[config.mk]
export PLATFORM = sky130hd
export DESIGN_NAME = lru_key_table
export DESIGN_NICKNAME = d
export VERILOG_FILES = /design/src/rtl/lkt_pkg.sv /design/src/rtl/lkt_cell.sv /design/src/rtl/lru_key_table.sv
export SDC_FILE = /design/constraint.sdc
export NUM_CORES = 2
export LEC_CHECK = 0
export ABC_AREA = 1
export BUFFER_PORTS_ARGS = -buffer_cell sky130_fd_sc_hd__buf_2
export CORE_MARGIN = 2
export CORE_UTILIZATION = 27
export CTS_CLUSTER_SIZE = 20
export DETAILED_ROUTE_END_ITERATION = 10
export PLACE_DENSITY_LB_ADDON = 0.05
export SYNTH_ARGS = -nofsm -noshare
export SYNTH_HDL_FRONTEND = slang
export SYNTH_SLANG_ARGS = --single-unit
[constraint.sdc]
create_clock -name clk_i -period 9.26 [get_ports clk_i]
set_clock_uncertainty 0.15 [all_clocks]
set_input_delay 2.315 -clock clk_i [delete_from_list [all_inputs] [get_ports clk_i]]
set_output_delay 2.315 -clock clk_i [all_outputs]
set_load 0.05 [all_outputs]
[src/rtl/lkt_pkg.sv]
// lkt_pkg: shared types and constants of the lru key table
// no dependencies; imported by lkt_cell and lru_key_table
package lkt_pkg;

  localparam int unsigned KEY_W = 64;
  localparam int unsigned CNT_W = 32;
  localparam int unsigned CFG_W = 5;
  localparam int unsigned OCC_W = 5;

  localparam logic [CFG_W-1:0] MAX_ENTRIES_RST = 5'd16;

  typedef enum logic [1:0] {
    MODE_LOOKUP = 2'd0,
    MODE_INSERT = 2'd1,
    MODE_REMOVE = 2'd2,
    MODE_CLEAR  = 2'd3
  } lkt_mode_e;

  typedef struct packed {
    logic clear;
    logic load;
    logic shift;
  } lkt_cell_ctrl_t;

endpackage

[src/rtl/lkt_cell.sv]
// lkt_cell: one entry of the recency chain, key, valid flag and key compare
// depends on lkt_pkg; its place in the chain is its recency rank
module lkt_cell (
  input  logic                      clk_i,
  input  logic                      rst_ni,
  input  lkt_pkg::lkt_cell_ctrl_t   ctrl_i,
  input  logic [lkt_pkg::KEY_W-1:0] new_key_i,
  input  logic [lkt_pkg::KEY_W-1:0] next_key_i,
  input  logic                      next_valid_i,
  input  logic [lkt_pkg::KEY_W-1:0] cmp_key_i,
  output logic [lkt_pkg::KEY_W-1:0] key_o,
  output logic                      valid_o,
  output logic                      match_o
);
  import lkt_pkg::*;

  logic [KEY_W-1:0] key_q;
  logic             valid_q;

  always_ff @(posedge clk_i or negedge rst_ni) begin
    if (!rst_ni) begin
      valid_q <= 1'b0;
    end else if (ctrl_i.clear) begin
      valid_q <= 1'b0;
    end else if (ctrl_i.load) begin
      valid_q <= 1'b1;
    end else if (ctrl_i.shift) begin
      valid_q <= next_valid_i;
    end
  end

  always_ff @(posedge clk_i) begin
    if (ctrl_i.load) begin
      key_q <= new_key_i;
    end else if (ctrl_i.shift) begin
      key_q <= next_key_i;
    end
  end

  assign key_o   = key_q;
  assign valid_o = valid_q;
  assign match_o = valid_q && (key_q == cmp_key_i);

endmodule

[src/rtl/lru_key_table.sv]
// lru_key_table: fully associative key table in least-recently-used order
// depends on lkt_pkg and lkt_cell
//
// A request is taken whenever start is high; busy stays low, so one request
// can be issued every clock cycle. The request is registered and executed in
// the next cycle against all cells at once. Its result is on the result ports
// with done_o in the cycle after the execution cycle, for exactly one
// cycle. The receiver cannot stall. Cells are ordered by age, cell 0 the
// oldest, and shift toward cell 0 when an entry leaves or moves up to newest.
// The limit register is only taken while the table is empty.
module lru_key_table #(
  parameter int unsigned CAPACITY = 16
) (
  input  logic                      clk_i,
  input  logic                      rst_ni,
  input  logic                      start,
  output logic                      busy,
  input  logic [1:0]                mode_i,
  input  logic [lkt_pkg::KEY_W-1:0] key_i,
  input  logic                      cfg_valid_i,
  output logic                      cfg_ready_o,
  input  logic [lkt_pkg::CFG_W-1:0] cfg_data_i,
  output logic                      done_o,
  output logic                      hit_o,
  output logic                      inserted_o,
  output logic                      evicted_o,
  output logic [lkt_pkg::KEY_W-1:0] evicted_key_o,
  output logic [lkt_pkg::OCC_W-1:0] occupancy_o,
  output logic [lkt_pkg::CNT_W-1:0] hit_count_o,
  output logic [lkt_pkg::CNT_W-1:0] miss_count_o,
  output logic [lkt_pkg::CNT_W-1:0] evict_count_o
);
  import lkt_pkg::*;

  localparam int unsigned IW = $clog2(CAPACITY);
  localparam int unsigned HW = $clog2(CAPACITY + 1);
  localparam int unsigned CW = (HW > CFG_W) ? HW : CFG_W;

  // request register
  logic             req_vld_q;
  lkt_mode_e        req_mode_q;
  logic [KEY_W-1:0] req_key_q;

  logic [CFG_W-1:0] max_q;
  logic [HW-1:0]    held_q, held_d;
  logic [CNT_W-1:0] hit_cnt_q, hit_cnt_d;
  logic [CNT_W-1:0] miss_cnt_q, miss_cnt_d;
  logic [CNT_W-1:0] evict_cnt_q, evict_cnt_d;

  logic             done_q;
  logic             hit_q, hit_d;
  logic             ins_q, ins_d;
  logic             evc_q, evc_d;
  logic [KEY_W-1:0] evc_key_q, evc_key_d;

  logic [CAPACITY-1:0][KEY_W-1:0] cell_key;
  logic [CAPACITY-1:0]            cell_valid;
  logic [CAPACITY-1:0]            cell_match;
  lkt_cell_ctrl_t [CAPACITY-1:0]  cell_ctrl;

  logic          any_hit;
  logic [IW-1:0] hit_pos;
  logic [CW-1:0] limit;
  logic          full;
  logic [HW-1:0] held_m1;

  logic          shift_en, load_en, clear_en;
  logic [HW-1:0] shift_lo, shift_hi, load_pos;

  assign busy        = 1'b0;
  assign cfg_ready_o = 1'b1;

  always_comb begin
    hit_pos = '0;
    for (int unsigned i = 0; i < CAPACITY; i++) begin
      if (cell_match[i]) begin
        hit_pos = hit_pos | IW'(i);
      end
    end
  end

  assign any_hit = |cell_match;
  assign held_m1 = held_q - 1'b1;

  always_comb begin
    limit = CW'(max_q);
    if (limit == '0) begin
      limit = CW'(1);
    end else if (limit > CW'(CAPACITY)) begin
      limit = CW'(CAPACITY);
    end
  end

  assign full = CW'(held_q) >= limit;

  always_comb begin
    shift_en    = 1'b0;
    load_en     = 1'b0;
    clear_en    = 1'b0;
    shift_lo    = '0;
    shift_hi    = '0;
    load_pos    = '0;
    held_d      = held_q;
    hit_cnt_d   = hit_cnt_q;
    miss_cnt_d  = miss_cnt_q;
    evict_cnt_d = evict_cnt_q;
    hit_d       = 1'b0;
    ins_d       = 1'b0;
    evc_d       = 1'b0;
    evc_key_d   = '0;
    if (req_vld_q) begin
      case (req_mode_q)
        MODE_LOOKUP: begin
          hit_d = any_hit;
          if (any_hit) begin
            hit_cnt_d = hit_cnt_q + 1'b1;
          end else begin
            miss_cnt_d = miss_cnt_q + 1'b1;
          end
        end
        MODE_INSERT: begin
          if (any_hit) begin
            // move the matching entry up to newest
            hit_d     = 1'b1;
            hit_cnt_d = hit_cnt_q + 1'b1;
            shift_en  = 1'b1;
            shift_lo  = HW'(hit_pos);
            shift_hi  = held_m1;
            load_en   = 1'b1;
            load_pos  = held_m1;
          end else begin
            miss_cnt_d = miss_cnt_q + 1'b1;
            ins_d      = 1'b1;
            load_en    = 1'b1;
            if (full) begin
              // oldest leaves from cell 0
              evc_d       = 1'b1;
              evc_key_d   = cell_key[0];
              evict_cnt_d = evict_cnt_q + 1'b1;
              shift_en    = 1'b1;
              shift_lo    = '0;
              shift_hi    = held_m1;
              load_pos    = held_m1;
            end else begin
              load_pos = held_q;
              held_d   = held_q + 1'b1;
            end
          end
        end
        MODE_REMOVE: begin
          if (any_hit) begin
            hit_d    = 1'b1;
            shift_en = 1'b1;
            shift_lo = HW'(hit_pos);
            shift_hi = held_q;
            held_d   = held_m1;
          end
        end
        MODE_CLEAR: begin
          clear_en = 1'b1;
          held_d   = '0;
        end
        default: begin
          clear_en = 1'b0;
        end
      endcase
    end
  end

  for (genvar g = 0; g < CAPACITY; g++) begin : g_cell
    logic [KEY_W-1:0] next_key;
    logic             next_valid;

    if (g == CAPACITY - 1) begin : g_top
      assign next_key   = '0;
      assign next_valid = 1'b0;
    end else begin : g_mid
      assign next_key   = cell_key[g+1];
      assign next_valid = cell_valid[g+1];
    end

    assign cell_ctrl[g].clear = clear_en;
    assign cell_ctrl[g].load  = load_en && (HW'(g) == load_pos);
    assign cell_ctrl[g].shift = shift_en && (HW'(g) >= shift_lo) && (HW'(g) < shift_hi);

    lkt_cell u_cell (
      .clk_i        (clk_i),
      .rst_ni       (rst_ni),
      .ctrl_i       (cell_ctrl[g]),
      .new_key_i    (req_key_q),
      .next_key_i   (next_key),
      .next_valid_i (next_valid),
      .cmp_key_i    (req_key_q),
      .key_o        (cell_key[g]),
      .valid_o      (cell_valid[g]),
      .match_o      (cell_match[g])
    );
  end

  always_ff @(posedge clk_i or negedge rst_ni) begin
    if (!rst_ni) begin
      req_vld_q   <= 1'b0;
      max_q       <= MAX_ENTRIES_RST;
      held_q      <= '0;
      hit_cnt_q   <= '0;
      miss_cnt_q  <= '0;
      evict_cnt_q <= '0;
      done_q      <= 1'b0;
    end else begin
      req_vld_q   <= start && !busy;
      held_q      <= held_d;
      hit_cnt_q   <= hit_cnt_d;
      miss_cnt_q  <= miss_cnt_d;
      evict_cnt_q <= evict_cnt_d;
      done_q      <= req_vld_q;
      if (cfg_valid_i && cfg_ready_o && (held_q == '0)) begin
        max_q <= cfg_data_i;
      end
    end
  end

  always_ff @(posedge clk_i) begin
    if (start && !busy) begin
      req_mode_q <= lkt_mode_e'(mode_i);
      req_key_q  <= key_i;
    end
    if (req_vld_q) begin
      hit_q     <= hit_d;
      ins_q     <= ins_d;
      evc_q     <= evc_d;
      evc_key_q <= evc_key_d;
    end
  end

  assign done_o        = done_q;
  assign hit_o         = hit_q;
  assign inserted_o    = ins_q;
  assign evicted_o     = evc_q;
  assign evicted_key_o = evc_key_q;
  assign occupancy_o   = OCC_W'(held_q);
  assign hit_count_o   = hit_cnt_q;
  assign miss_count_o  = miss_cnt_q;
  assign evict_count_o = evict_cnt_q;

endmodule

# Word level (Yosys, flattened, before mapping)
# Cells that the tools add are included.
classes:
  n_addsub: 5
  order_cmp: 34
  n_eq_ne: 37
  muxes: 124
  bitwise: 3
  reduce_logical: 111
op_table:
  columns: ["operator", "n"]
  rows:
  - ["64-bit two-way mux", 32]
  - ["64-bit equality test", 16]
  - ["32-bit by 1-bit adder with 32-bit output (second input constant)", 3]
  - ["1-bit logical AND", 65]
  - ["5-bit two-way mux", 13]
  - ["1-bit two-way mux", 58]
  - ["3-bit nonzero test", 17]
  - ["4-bit two-way mux", 11]
  - ["4-bit by 5-bit equality test with 1-bit output (first input constant)", 8]
  - ["4-bit by 5-bit >= comparator with 1-bit output (first input constant)", 8]
  - ["4-bit by 5-bit less-than comparator with 1-bit output (first input constant)", 8]
  - ["2-bit nonzero test", 16]
  - ["3-bit by 5-bit equality test with 1-bit output (first input constant)", 4]
  - ["3-bit by 5-bit >= comparator with 1-bit output (first input constant)", 4]
  - ["3-bit by 5-bit less-than comparator with 1-bit output (first input constant)", 4]
  - ["18-bit OR reduction", 1]
  - ["17-bit OR reduction", 1]
  - ["16-bit OR reduction", 1]
  - ["5-bit logical NOT", 3]
  - ["5-bit case mux with 3 select lines", 1]
  - ["3-bit two-way mux", 4]
  - ["2-bit by 5-bit equality test with 1-bit output (first input constant)", 2]
  - ["1-bit by 5-bit >= comparator with 1-bit output (first input constant)", 2]
  - ["2-bit by 5-bit >= comparator with 1-bit output (first input constant)", 2]
  - ["19 further kinds", 30]
word_totals:
  regBits: 1281
  in_bits: 75
  elab_cells: 359

# Logic depth before layout (Yosys ltp)
depth:
  depth_word: 26
  ltp_mapped: 29

# Modules after synthesis
# From an unflattened synthesis, not the netlist that was laid out.
hier_totals:
  hier_cells: 9779
  hier_area_um2: 73095.1
modules_own_cells:
  columns: ["mod", "n_inst", "cells_each", "area_each_um2"]
  rows:
  - ["lkt_cell", 16, 538, 3851.2]
  - ["lru_key_table", 1, 1171, 11476.0]

# Least setup slack after synthesis
# OpenSTA, ideal clock, no wires.
synth_timing:
  kind: "register to register"
  startpoint: "register req_vld_q"
  endpoint: "register g_cell[7].u_cell.key_q[0], enable pin"
  setup_ns: 0.577
  arrival_ns: 7.064
  path_slack_ns: 1.469
  path_stages_with_launch: 5
  path_cell_list: "dfrtp_1 nand2_1 inv_1 o21ai_2 o21ai_0"
synth_between:
  elab_chain_cells: 5
  elab_cells_between_ends: 12
  classes_between: "order compare: 2; eq/ne: 1; mux: 5; reduce/logical: 4"
synth_lines:
  columns: ["element", "line_no", "text"]
  rows:
  - ["start: declaration", "lru_key_table.sv:40", "logic req_vld_q;"]
  - ["start signal: assignment", "lru_key_table.sv:210", "req_vld_q <= start && !busy;"]
  - ["4-bit two-way mux", "lru_key_table.sv:111", "if (req_vld_q) begin"]
  - ["3-bit by 5-bit >= comparator with 1-bit output", "lru_key_table.sv:184", "assign cell_ctrl[g].shift = shift_en && (HW'(g) >= shift_lo) && (HW'(g) < shift_hi);"]
  - ["1-bit logical AND (2 in series)", "lru_key_table.sv:184", null]
  - ["2-bit nonzero test (no source line) (*)", null, null]
  - ["end signal: assignment", "lkt_cell.sv:34", "key_q <= new_key_i;"]
  - ["end signal: assignment", "lkt_cell.sv:36", "key_q <= next_key_i;"]
  - ["end: declaration", "lkt_cell.sv:17", "logic [KEY_W-1:0] key_q;"]
# Mark *: on every way between the ends. The rest lies on a longest branch, timed or not.
# A chain may end at the register's enable or synchronous reset.

# Final worst setup path
layout_timing:
  startpoint: "register req_key_q[49]"
  endpoint: "register g_cell[14].u_cell.key_q[30], enable pin"
layout_between:
  elab_chain_cells: 24
  elab_cells_between_ends: 69
  classes_between: "order compare: 2; eq/ne: 17; mux: 29; reduce/logical: 21"
layout_lines:
  columns: ["element", "line_no", "text"]
  rows:
  - ["start: declaration", "lru_key_table.sv:42", "logic [KEY_W-1:0] req_key_q;"]
  - ["start signal: assignment", "lru_key_table.sv:225", "req_key_q <= key_i;"]
  - ["64-bit equality test", "lkt_cell.sv:42", "assign match_o = valid_q && (key_q == cmp_key_i);"]
  - ["1-bit logical AND", "lkt_cell.sv:42", null]
  - ["1-bit two-way mux", "lru_key_table.sv:76", "if (cell_match[i]) begin"]
  - ["2-bit two-way mux (2 in series)", "lru_key_table.sv:76", null]
  - ["3-bit two-way mux (4 in series)", "lru_key_table.sv:76", null]
  - ["4-bit two-way mux (8 in series)", "lru_key_table.sv:76", null]
  - ["4-bit two-way mux", "lru_key_table.sv:122", "if (any_hit) begin"]
  - ["4-bit two-way mux", null, null]
  - ["4-bit two-way mux", "lru_key_table.sv:111", null]
  - ["4-bit by 5-bit >= comparator with 1-bit output", "lru_key_table.sv:184", null]
  - ["1-bit logical AND (2 in series)", "lru_key_table.sv:184", null]
  - ["2-bit nonzero test (no source line) (*)", null, null]
  - ["end signal: assignment", "lkt_cell.sv:34", null]
  - ["end signal: assignment", "lkt_cell.sv:36", null]
  - ["end: declaration", "lkt_cell.sv:17", null]
# Marks and branches as above.

==> metrics list <==
- Result of the run: finished, final reports clean
- Hold buffer count at CTS: 0
- For this design the top-level I/O count stands at 246.
- The design draws 16.55 mW.
- Synth Register Bits: 1281
* Detailed route wirelength on metal2: 165300 µm
- In the synthesized netlist the dominant register cell turns out to be edfxtp_1.
* Htree depth: 4
- Critical Path Slowest Stage Cell: edfxtp_1
* Vertical extent of the die: 505.2 µm
- Final setup TNS: 0 ns
* Fmax achieved: 126.3 MHz
- Summed over all nets, the half-perimeter wirelength after detailed placement is 264200 µm.
- Chip Width: just over 500 µm
- TritonCTS Buffers: 165
* Layout net count: between 8k and 9k
- The worst register-to-register path ends at g_cell[14].u_cell.key_o[30].
- The synthesized netlist contains 55 unique library cells.
- The share of the Yosys chip area taken by registers is 55.81%.
* Synth Cell Area: ~68000 µm²
* Data arrival, critical path: 8.27 ns
- CP dominant cell by count: nand2_1
* Yosys warns: 0
* Number of input and output port buffers inserted: 243
- The worst hold path belongs to the class register to register.
- Synthesis-to-layout area growth: 14.61%
- Setup violations remaining at the end of the flow were counted as 0.
- Prior to clock tree synthesis, the placed netlist has a worst setup slack of 1.491 ns.
- The number of setup buffers added after CTS is 0.
* Iteration-0 DRC Markers: 4472
* Final Hold Violating Endpoints: 0
- The worst path meets setup with around 1.3 ns of slack.
- Slew headroom: 16.85%
- Worst stage delay on the critical path: 1.14 ns
* Number of global-route vias before repair: 54.04k
* First drt pass iteration count: 7
- Number of antenna violations at the first check in global routing: 22
* Row count: 183
- Unrepaired setup endpoints after global routing: no
* Required arrival time at the worst endpoint: about 9.6 ns
* Number of routed nets with antenna violations: 0
- The number of nets handed over by synthesis was 7977.
- Startpoint of the worst setup timing path: req_key_q[49]
* Remaining routing DRC violations: 0
- Nature of the critical path startpoint: register
* Per-cell via count in the routed design: 4.776
- Pins over their slew limit: 0
- The initial utilization of the core area, before any placement, comes to 27.22%.
- Once the clock tree was built, the resizer swapped 0 gates to a different size.
* Metal1 wirelength: 136600 µm
- Setup slack of the worst register-to-register path: 1.34 ns
- Counting every instance in the synthesized netlist gives 7884.
* CTS max path bufs: 3
- Across the VDD grid, the largest voltage drop is 174.3 µV.
- For the worst flop-to-flop path, the logic depth is 20.
- For this design the static power due to leakage is 32.53 nW.
- The core region is around 250000 µm².
* Global-route wire length before repair: 459700 µm
- In the final layout, the share of cells above drive strength 1 is under 10%.
* Critical Path End: g_cell[14].u_cell.key_o[30]
* Proportion of synthesized flip-flops having asynchronous set or reset: 9.680%
- Via Count: 54.79k
* Wire length on met3: between 10000 and 15000 µm
- Final wirelength: around 340000 µm
- CTS saw between 1k and 1.5k sinks.
* Crit path capture type: register
- Synthesized area divided by synthesized cell count: around 8.6 µm²
- Total gr overflow: 0
* Reported max-cap violation count: 0
- GP Congestion: 1.023
- Reg2reg start: req_key_q[49]
* EDFF count, synth: around 1.2k
* Power per unit of standard cell area: roughly 210 nW/µm²
- CP Max Fanout: 43
* Non-Filler Cell Area, Final: 77720 µm²
- Post-route clock period utilization: 85.50%
- Top layer in use: met5
- Clock tree from TritonCTS: done
- Entering global routing, the biggest net connects 131 pins.
- The worst hold path begins at evict_count_o[30].
* Type of the worst setup path: register to register
- The signal on the critical path passes through inv_2, buf_4, o21ai_0, nor2_1, nand2_1, nor2_1, nand2_1, nor2_1, nand3_1, nand2_1, nor2_2, nand2_2, nor2_4, nand2_1, a21oi_4, nand2_1, nor2_2, nand2_4, nand2_4, buf_4.
- Combined global-route utilization of all metal layers: 26.20%
- Insertion delay to the later sink of the worst-skew pair: 0.82 ns
* Cell area after placement: 72720 µm²
* Die Outline Area: 255200 µm²
- Minimum clock period: 7.917 ns
- Average wire per cell in the routed design: 29.75 µm
* Transition at the pin with the smallest max-transition slack: about 1.2 ns
- Non-filler instance count after layout: 11.47k
* Clock Tree Root: clkbuf_16
- Counting tap cells, the placed design contains a total of around 11k instances.
* Clock edge transition at the registers on the reported setup and hold paths: 0.06 ns
[cells in the mapped netlist, types with 4 or more instances]
cell type	instances	area, µm²
a21oi_1	29	145.1
and3_1	6	37.54
buf_2	298	1491
buf_4	33	247.7
buf_6	5	56.30
clkbuf_1	156	585.6
dfrtp_1	123	3078
edfxtp_1	1157	34740
ha_1	18	225.2
inv_1	531	1993
inv_2	59	221.5
mux2_2	6	67.56
nand2_1	2553	9583
nand3_1	110	550.5
nand3_2	4	40.04
nand3b_1	5	37.54
nand4_1	46	287.8
nor2_1	766	2875
nor2_2	13	81.33
nor2_4	9	101.4
nor3_1	38	190.2
o21ai_0	801	4009
o21ai_1	678	3393
o22ai_1	40	250.2
xnor2_1	174	1524
xor2_1	181	1585
[per-layer routing]
metal	track usage (%)	vias up
met5	0	-
li1	-	26212
met3	3.354	563
met4	17.17	4
met1	30.92	26403
met2	44.70	1612
[cell type report]
| type | instances | area, µm² |
|---|---|---|
| inverter | 590 | 2215 |
| tap | 3330 | 4167 |
| fill | 26687 | 171400 |
| timing repair buffer | 435 | 2879 |
| antenna | 20 | 50.05 |
| multi-input combinational | 5519 | 25610 |
| clock inverter | 71 | 541.8 |
| sequential | 1281 | 37850 |
| clock buffer | 226 | 4408 |
[state kept, by name (all words and copies together), names as in the netlist]
signal,count
occupancy_o,5
evicted_o,1
req_key_q,64
req_mode_q,2
done_o,1
req_vld_q,1
max_q,5
inserted_o,1
miss_count_o,32
g_cell.u_cell.valid_o,16
g_cell.u_cell.key_o,1024
evicted_key_o,64
evict_count_o,32
hit_count_o,32
hit_o,1
[worst min-delay path by stage]
| stage | cells after the start | to |
|---|---|---|
| after floorplan | 1 | g_cell[7].u_cell.valid_o |
| after global placement | 2 | evict_count_o[30] |
| after detailed placement | 2 | evict_count_o[30] |
| after CTS | 2 | evict_count_o[30] |
| after global routing | 2 | evict_count_o[30] |
| final | 2 | evict_count_o[30] |
[worst max-delay path: cells and delay by family, from the launching register on]
kind	cells	cell delay [ns]
buffers and inverters	3	1.46
flip-flops	1	1.14
AO/OA/AOI/OAI	2	1.04
AND/OR/NAND/NOR	15	3.60
[cells in the final DEF, fill, tap and decap left out, types with 4 or more instances in the layout]
| cell | n |
|---|---|
| clkbuf_16 | 165 |
| inv_6 | 6 |
| nand2_4 | 22 |
| buf_12 | 17 |
| mux2_2 | 6 |
| o22ai_1 | 40 |
| a21oi_1 | 29 |
| clkinv_2 | 19 |
| o21ai_1 | 678 |
| nand3b_1 | 5 |
| nand2_2 | 9 |
| nand2_1 | 2526 |
| nor2_1 | 766 |
| nor2_4 | 9 |
| xnor2_1 | 174 |
| edfxtp_1 | 1157 |
| inv_16 | 5 |
| nand3_4 | 5 |
| nand3_2 | 4 |
| clkinv_8 | 4 |
| nand3_1 | 105 |
| o21ai_0 | 800 |
| inv_2 | 59 |
| clkinv_1 | 31 |
| nand4_1 | 46 |
| clkbuf_8 | 5 |
| inv_1 | 531 |
| clkbuf_1 | 56 |
| xor2_1 | 181 |
| dfrtp_1 | 122 |
| buf_4 | 176 |
| buf_2 | 241 |
| nor2_2 | 13 |
| and3_1 | 6 |
| ha_1 | 18 |
| nor3_1 | 38 |
| diode_2 | 20 |
[kinds of logic after synthesis]
logic type               after synthesis  share of synthesized area [%]
adder cells (fa/ha/maj)               18                         0.3321
other                                  2                        0.01107
XOR/XNOR                             355                          4.585
flip-flops                          1281                          55.81
AND/OR/NAND/NOR                     3570                          20.62
buffers and inverters               1084                          6.789
multiplexers                           6                        0.09962
AO/OA/AOI/OAI                       1568                          11.76
[power by group]
group / leakage (nW) / total (mW) / switching [mW] / internal, mW
Combinational: 18.0 / 3.10 / 2.38 / 0.719
Sequential: 12.1 / 7.31 / 0.438 / 6.87
Clock: 2.40 / 6.13 / 2.71 / 3.42
[stage by stage]
stage / hold slack (ns) / util, %
floorplan: 0.3243 / -
global placement: 0.3314 / 29.19
detailed placement: 0.3324 / 29.19
CTS: 0.3483 / 31.18
global route: 0.3698 / 31.18
finish: 0.3453 / 31.20
Power figures use the tool's default switching activity.
